--- src/rtl/core/tss_pkg.sv ---
// Shared types and constants of the side-angle-side triangle solver.
package tss_pkg;

	localparam int FRAC_BITS  = 8;
	localparam int SIDE_BITS  = 16;
	localparam int ANGLE_BITS = 16;
	localparam int FOLD_BITS  = 15;
	localparam int C_BITS     = 17;
	localparam int PER_BITS   = 18;
	localparam int AREA_BITS  = 23;
	localparam int COS_BITS   = 31;
	localparam int ROOT_BITS  = 24;
	localparam int RAD_BITS   = 48;

	localparam logic [ANGLE_BITS-1:0] ANGLE_LIM  = ANGLE_BITS'(180 << FRAC_BITS);
	localparam logic [ANGLE_BITS-1:0] ANGLE_HALF = ANGLE_BITS'(90 << FRAC_BITS);

	// pi/180 and one, both in Q30.
	localparam logic [24:0] RAD_Q30 = 25'd18740330;
	localparam logic [30:0] ONE_Q30 = 31'h4000_0000;

	// Truncating division of a 32-bit value by the series divisors is done as a
	// multiply by a rounded-up reciprocal with 32 plus ceil(log2 k) fraction bits,
	// which is exact over the whole 32-bit range.
	localparam int HORNER_STEPS = 6;
	localparam int HORNER_SHIFT [HORNER_STEPS] = '{40, 40, 39, 38, 37, 36};
	localparam logic [32:0] HORNER_MUL [HORNER_STEPS] = '{
		33'(((64'd1 << 40) + 64'd181) / 64'd182),
		33'(((64'd1 << 40) + 64'd131) / 64'd132),
		33'(((64'd1 << 39) + 64'd89) / 64'd90),
		33'(((64'd1 << 38) + 64'd55) / 64'd56),
		33'(((64'd1 << 37) + 64'd29) / 64'd30),
		33'(((64'd1 << 36) + 64'd11) / 64'd12)
	};

	typedef struct packed {
		logic [SIDE_BITS-1:0] a;
		logic [SIDE_BITS-1:0] b;
		logic                 obtuse;
	} tss_item_t;

	typedef struct packed {
		logic [SIDE_BITS-1:0] a;
		logic [SIDE_BITS-1:0] b;
		logic [C_BITS-1:0]    c;
		logic [PER_BITS-1:0]  per;
		logic                 zero;
	} tss_side_t;

endpackage

--- src/rtl/core/tss_sqrt_pipe.sv ---
// Pipelined integer square root of a 48-bit value, four root bits per stage.
module tss_sqrt_pipe (
	input  logic                          clk,
	input  logic                          arst_n,
	input  logic                          en,
	input  logic                          in_valid,
	input  logic [tss_pkg::RAD_BITS-1:0]  radicand,
	input  tss_pkg::tss_side_t            in_side,
	output logic                          out_valid,
	output logic [tss_pkg::ROOT_BITS-1:0] root,
	output tss_pkg::tss_side_t            out_side
);

	localparam int STAGES = tss_pkg::ROOT_BITS / 4;

	typedef struct packed {
		logic [25:0]                   rem;
		logic [tss_pkg::ROOT_BITS-1:0] root;
		logic [tss_pkg::RAD_BITS-1:0]  rest;
		tss_pkg::tss_side_t            side;
	} sq_t;

	// Four steps of the digit-by-digit method: bring down two bits and try
	// subtracting four times the partial root plus one.
	function automatic sq_t step4(input sq_t s);
		sq_t         r;
		logic [27:0] r2;
		logic [27:0] trial;
		r = s;
		for (int k = 0; k < 4; k++) begin
			r2    = {r.rem, r.rest[tss_pkg::RAD_BITS-1 -: 2]};
			trial = {2'b00, r.root, 2'b01};
			if (r2 >= trial) begin
				r.rem  = 26'(r2 - trial);
				r.root = {r.root[tss_pkg::ROOT_BITS-2:0], 1'b1};
			end else begin
				r.rem  = 26'(r2);
				r.root = {r.root[tss_pkg::ROOT_BITS-2:0], 1'b0};
			end
			r.rest = {r.rest[tss_pkg::RAD_BITS-3:0], 2'b00};
		end
		return r;
	endfunction

	logic v_sq [STAGES];
	sq_t  d_sq [STAGES];

	always_ff @(posedge clk or negedge arst_n) begin
		if (!arst_n) begin
			for (int i = 0; i < STAGES; i++) v_sq[i] <= 1'b0;
		end else if (en) begin
			v_sq[0] <= in_valid;
			for (int i = 1; i < STAGES; i++) v_sq[i] <= v_sq[i-1];
		end
	end

	always_ff @(posedge clk) begin
		if (en) begin
			d_sq[0] <= step4('{rem: '0, root: '0, rest: radicand, side: in_side});
			for (int i = 1; i < STAGES; i++) d_sq[i] <= step4(d_sq[i-1]);
		end
	end

	assign out_valid = v_sq[STAGES-1];
	assign root      = d_sq[STAGES-1].root;
	assign out_side  = d_sq[STAGES-1].side;

endmodule

--- config.mk ---
export PLATFORM = sky130hd
export DESIGN_NAME = tss_sqrt_pipe
export DESIGN_NICKNAME = d
export VERILOG_FILES = /design/src/rtl/core/tss_pkg.sv /design/src/rtl/core/tss_sqrt_pipe.sv
export SDC_FILE = /design/constraint.sdc
export NUM_CORES = 2
export LEC_CHECK = 0
export BUFFER_PORTS_ARGS = -buffer_cell sky130_fd_sc_hd__buf_2
export CAP_MARGIN = 5
export CORE_MARGIN = 5
export CORE_UTILIZATION = 45
export CTS_CLUSTER_DIAMETER = 120
export CTS_CLUSTER_SIZE = 12
export DETAILED_ROUTE_END_ITERATION = 8
export GPL_ROUTABILITY_DRIVEN = 1
export PLACE_DENSITY = 0.61
export SETUP_SLACK_MARGIN = 0.4
export SLEW_MARGIN = 10
export SYNTH_ARGS = -nofsm -noshare
export SYNTH_HDL_FRONTEND = slang
export SYNTH_SLANG_ARGS = --single-unit
--- constraint.sdc ---
create_clock -name clk -period 23.2 [get_ports clk]
set_input_delay 0 -clock clk [delete_from_list [all_inputs] [get_ports clk]]
set_output_delay 0 -clock clk [all_outputs]
set_load 0.03 [all_outputs]
======== Word level (Yosys, flattened, before mapping) ========
Memories as Yosys holds them, arrays and structs flattened.
Index checks and enable logic that the tools add are counted.
cells by class
  $add $sub $neg .......................... 24
  $mul .................................... 0
  div/mod/pow operators ................... 0
  $lt $le $gt $ge ......................... 24
  eq/ne operators ......................... 0
  shift operators ......................... 0
  mux-type cells .......................... 50
  bitwise logic cells ..................... 0
  reductions and logical operators ........ 0
operators by type and width
  operator               count
  $mux W50               48
  $ge A28 B26 Y1         23
  $sub A26 B26 Y26       23
  $sub A2 B1 Y3 const B  1
  $ge A2 B1 Y1 const B   1
  $mux W1                2
word-level totals
  flip-flop bits (word level) ............. 6
  latch bits .............................. 0
  RAM bits ................................ 948
  bits in read-only memories .............. 0
  output and inout bits ................... 93
  logic and storage cells ................. 105
  memories kept ........................... 1
memories
  name  words  bits a word  rd ports  clocked after memory_dff  write ports  RTL line             RTL
  d_sq  6      158          6         0                         6            tss_sqrt_pipe.sv:46  sq_t d_sq [STAGES];

======== Longest topological paths before layout ========
An unclocked memory read counts as a cell.
  depth in word-level cells ............... 13
  depth in mapped cells ................... 59
  gate-level depth less buffers ........... 55

======== Worst setup path after synthesis ========
OpenSTA, ideal clock, no wires.
  kind .................................... register to register
  from .................................... memory d_sq[2][115] (netlist bit)
  to ...................................... memory d_sq[3][146] (netlist bit), data pin
  library setup time ...................... 262 ps
  data arrival time ....................... 10390 ps
  path slack .............................. 12547 ps
  stages on the path, launching flop included .. 52
  path buffers ............................ 12
  period minus slack after synthesis ...... 10653 ps
  cell sequence ........................... edfxtp_1 > inv_1 > ha_1 > clkbuf_1 > a21oi_1 > o21ai_1 > a2111oi_0 > o21ai_1 > inv_2 > buf_2 > buf_1 > clkbuf_1 > o21ai_0 > ha_1 > and4_1 > nand3_1 > nor3_1 > nand4_1 > [... 16 more ...] > nand3_1 > or2_1 > clkbuf_1 > clkbuf_1 > nor2_1 > a21oi_1 > ha_1 > a21o_1 > a21o_1 > a21oi_1 > o21ai_0 > nand2b_1 > nand3_1 > nor3b_1 > nand4bb_1 > buf_2 > buf_2 > mux2_1
RTL lines
  element          RTL line
  start, declared  tss_sqrt_pipe.sv:46

==> metrics.yaml <==
outcome:
  status: "finished clean"
grt:
  grt_pass1_wl_mm: 191
  grt_util_all_layers: 0.211
  grt_pass1_vias: 34600
  grt-ovfl-total: 0
  grt_max_degree: 195
  grt_antenna_before_repair: 2
placed_design:
  dpl-instance-area_um2: 50100
  gp_congestion: 0.944
  post-place-ws_ns: 9.98
  port_buffers: 212
  hpwlAfterDp_mm: 93.4
timing:
  hold_violations: 0
  timing.hold.ws_ns: 0.0597
  min_period_ns: 13.28
  max_freq_mhz: 75.3
  setup-violations-final: 0
  relSlewSlack: 0.273
  final_max_slew_viol_count: 0
  fin_skew_ns: 0.0390
  finalSetupTns_ns: 0
  worst_slack_ns: 9.92
  rsz0062_at_grt: "no"
  tightest_slew_ns: 1.09
  timing.final.crit_share: 0.572
synth:
  synth_top_area_frac: 0.468
  synth_area_leader_cell: "edfxtp_1"
  synth_flop_cell: "edfxtp_1"
  avgSynthCellArea_um2: 10.6
  synth_area_leaders: "edfxtp_1 (47%), ha_1 (8.5%), xnor2_1 (4.8%)"
  synthCells: 4514
  synthesis.area_um2: 47600
  yosysWarnings: 0
  synthDistinctLibCells: 119
  ys_seq_elements: 748
  synth_edf_count: 742
  seq_area_frac_synth: 0.471
  async_flop_share: 0.00802
  yosysMostFrequentCell: "edfxtp_1"
  yosys-top-cells-count: "edfxtp_1 (742), a21oi_1 (391), nor2_1 (373)"
setup_path:
  cpMostUsedCell: "a21oi_1"
  cp-end-kind: "flip-flop"
  slowest_stage: "or4b_2"
  slowest_delay_ns: 0.67
  arrival_ns: 13.69
  critPathRequiredTime_ns: 23.61
  worstSetupStartpointType: "flip-flop"
  crit_type: "reg2reg"
  critPathMaxFanout: 34
route:
  drt_iter0_drc: 2525
  num_vias: 35700
  vias_per_cell: 5.73
  postRouteAntennaNets: 0
  drt_first_pass_iters: 5
  drc: 0
  post_drt_wl_per_cell_um: 19.6
  wirelength_mm: 122
floorplanning:
  die_w_um: 335
  ioPinCount: 213
  num_rows: 119
  die_h_um: 335
  core_area_um2: 105000
  initial_core_util: 0.452
  die_area_um2: 112000
layout:
  final_core_util: 0.507
  area_growth_pct: 12.1
  fin_nets: 5272
  final_area_um2: 53400
  drive_gt1_frac: 0.106
clock_network:
  cts_setup_buffers: 0
  htree_num_levels: 3
  cts_resized: 0
  clkSlewWorstSetupHoldPaths_ns: 0.07
  worstSkewPairLatency_ns: 0.66
  clock_sinks: 748
  cts_tree: "done"
  postCtsHoldBufs: 123
  root_buffer: "clkbuf_16"
  cts_buffers: 74
  clockBufferDepth: 3
power:
  peakVddDrop_v: 0.000258
  power.density_nw_per_um2: 134
  power_leakage_nw: 21.1
worst_hold_path:
  worstHoldPathType: "in2reg"
run:
  drv_cap: 0
## cell families (layout without fill, tap and decap cells)
| logic type | Yosys count | in the layout | share of synthesized area |
|---|---|---|---|
| other | 1 | 4 | 0.0000787 |
| flip-flops | 748 | 748 | 0.471 |
| AO/OA/AOI/OAI | 1220 | 1220 | 0.168 |
| AND/OR/NAND/NOR | 1398 | 1398 | 0.153 |
| multiplexers | 82 | 82 | 0.0189 |
| buffers and inverters | 340 | 665 | 0.0290 |
| adder cells (fa/ha/maj) | 324 | 324 | 0.0851 |
| XOR/XNOR | 401 | 401 | 0.0744 |
## path summary, 6_finish.rpt
| kind | start | endpoint | slack [ns] | depth (start not counted) |
|---|---|---|---|---|
| max | d_sq[4][127] | d_sq[5][108] | 9.92 | 53 |
| min | radicand[44] | d_sq[0][136] | 0.06 | 5 |
| max reg2reg | d_sq[4][127] | d_sq[5][108] | 9.92 | 53 |
| min reg2reg | d_sq[0][92] | d_sq[1][100] | 0.41 | 0 |
| max in group asynchronous | arst_n | v_sq[3] | 22.69 | 3 |
| min in group asynchronous | arst_n | out_valid | 0.30 | 3 |
## layout by cell type, fill, tap and decap left out, drive strengths merged, types with 31 or more instances in the layout
| master | count |
|---|---|
| o21bai | 37 |
| xor2 | 135 |
| o211ai | 31 |
| nor4 | 61 |
| a21oi | 393 |
| or3 | 35 |
| mux2 | 61 |
| o21a | 43 |
| xnor2 | 266 |
| a21o | 179 |
| or2 | 33 |
| clkbuf | 79 |
| nor3 | 108 |
| buf | 236 |
| nor2 | 375 |
| nand2 | 320 |
| nand4 | 68 |
| nand2b | 55 |
| edfxtp | 742 |
| dlygate4sd3 | 123 |
| inv | 218 |
| a211oi | 49 |
| o21ai | 204 |
| ha | 324 |
| and3 | 40 |
| a31oi | 40 |
| and2 | 36 |
| nor2b | 38 |
| nand3 | 102 |
| o31ai | 39 |
## worst max-delay path: cells and delay by family (launching register included)
kind / cells / cell delay, ns
flops: 1 / 0.56
fa+ha+maj: 4 / 1.48
buf+inv: 6 / 1.84
compound gates: 24 / 4.75
simple gates: 19 / 4.35
## through the flow
step	instances	power, mW
3_3_place_gp	6020	5.98
3_5_place_dp	6020	6.00
6_report	6233	7.13
4_1_cts	6232	7.14
5_1_grt	6233	7.70
2_1_floorplan	4516	5.05
## metal layers
metal	vias to the layer above	share of wire	track usage
met2	835	0.48	0.359
met3	209	0.040	0.0245
met4	0	0.032	0.0684
met1	17100	0.45	0.282
met5	-	0	0
li1	17600	-	-
## power breakdown
group          switching (mW)  internal, mW
Clock                   0.503         0.580
Sequential              0.114          1.76
Combinational            2.43          1.74
Total                    3.05          4.08
## cell type report
| class | instances | area [um^2] |
|---|---|---|
| Fill cell | 9503 | 51900 |
| Multi-Input combinational cell | 3428 | 23800 |
| Sequential cell | 748 | 22400 |
| Timing Repair Buffer | 359 | 2510 |
| Clock buffer | 79 | 1870 |
| Tap cell | 1391 | 1740 |
| Inverter | 217 | 815 |
| Clock inverter | 10 | 194 |
| Antenna cell | 1 | 2.50 |
## registers in the layout, summed over array words and instances (netlist names)
register	count
v_sq	5
out_valid	1
d_sq	742
Power figures use the tool's default switching activity.
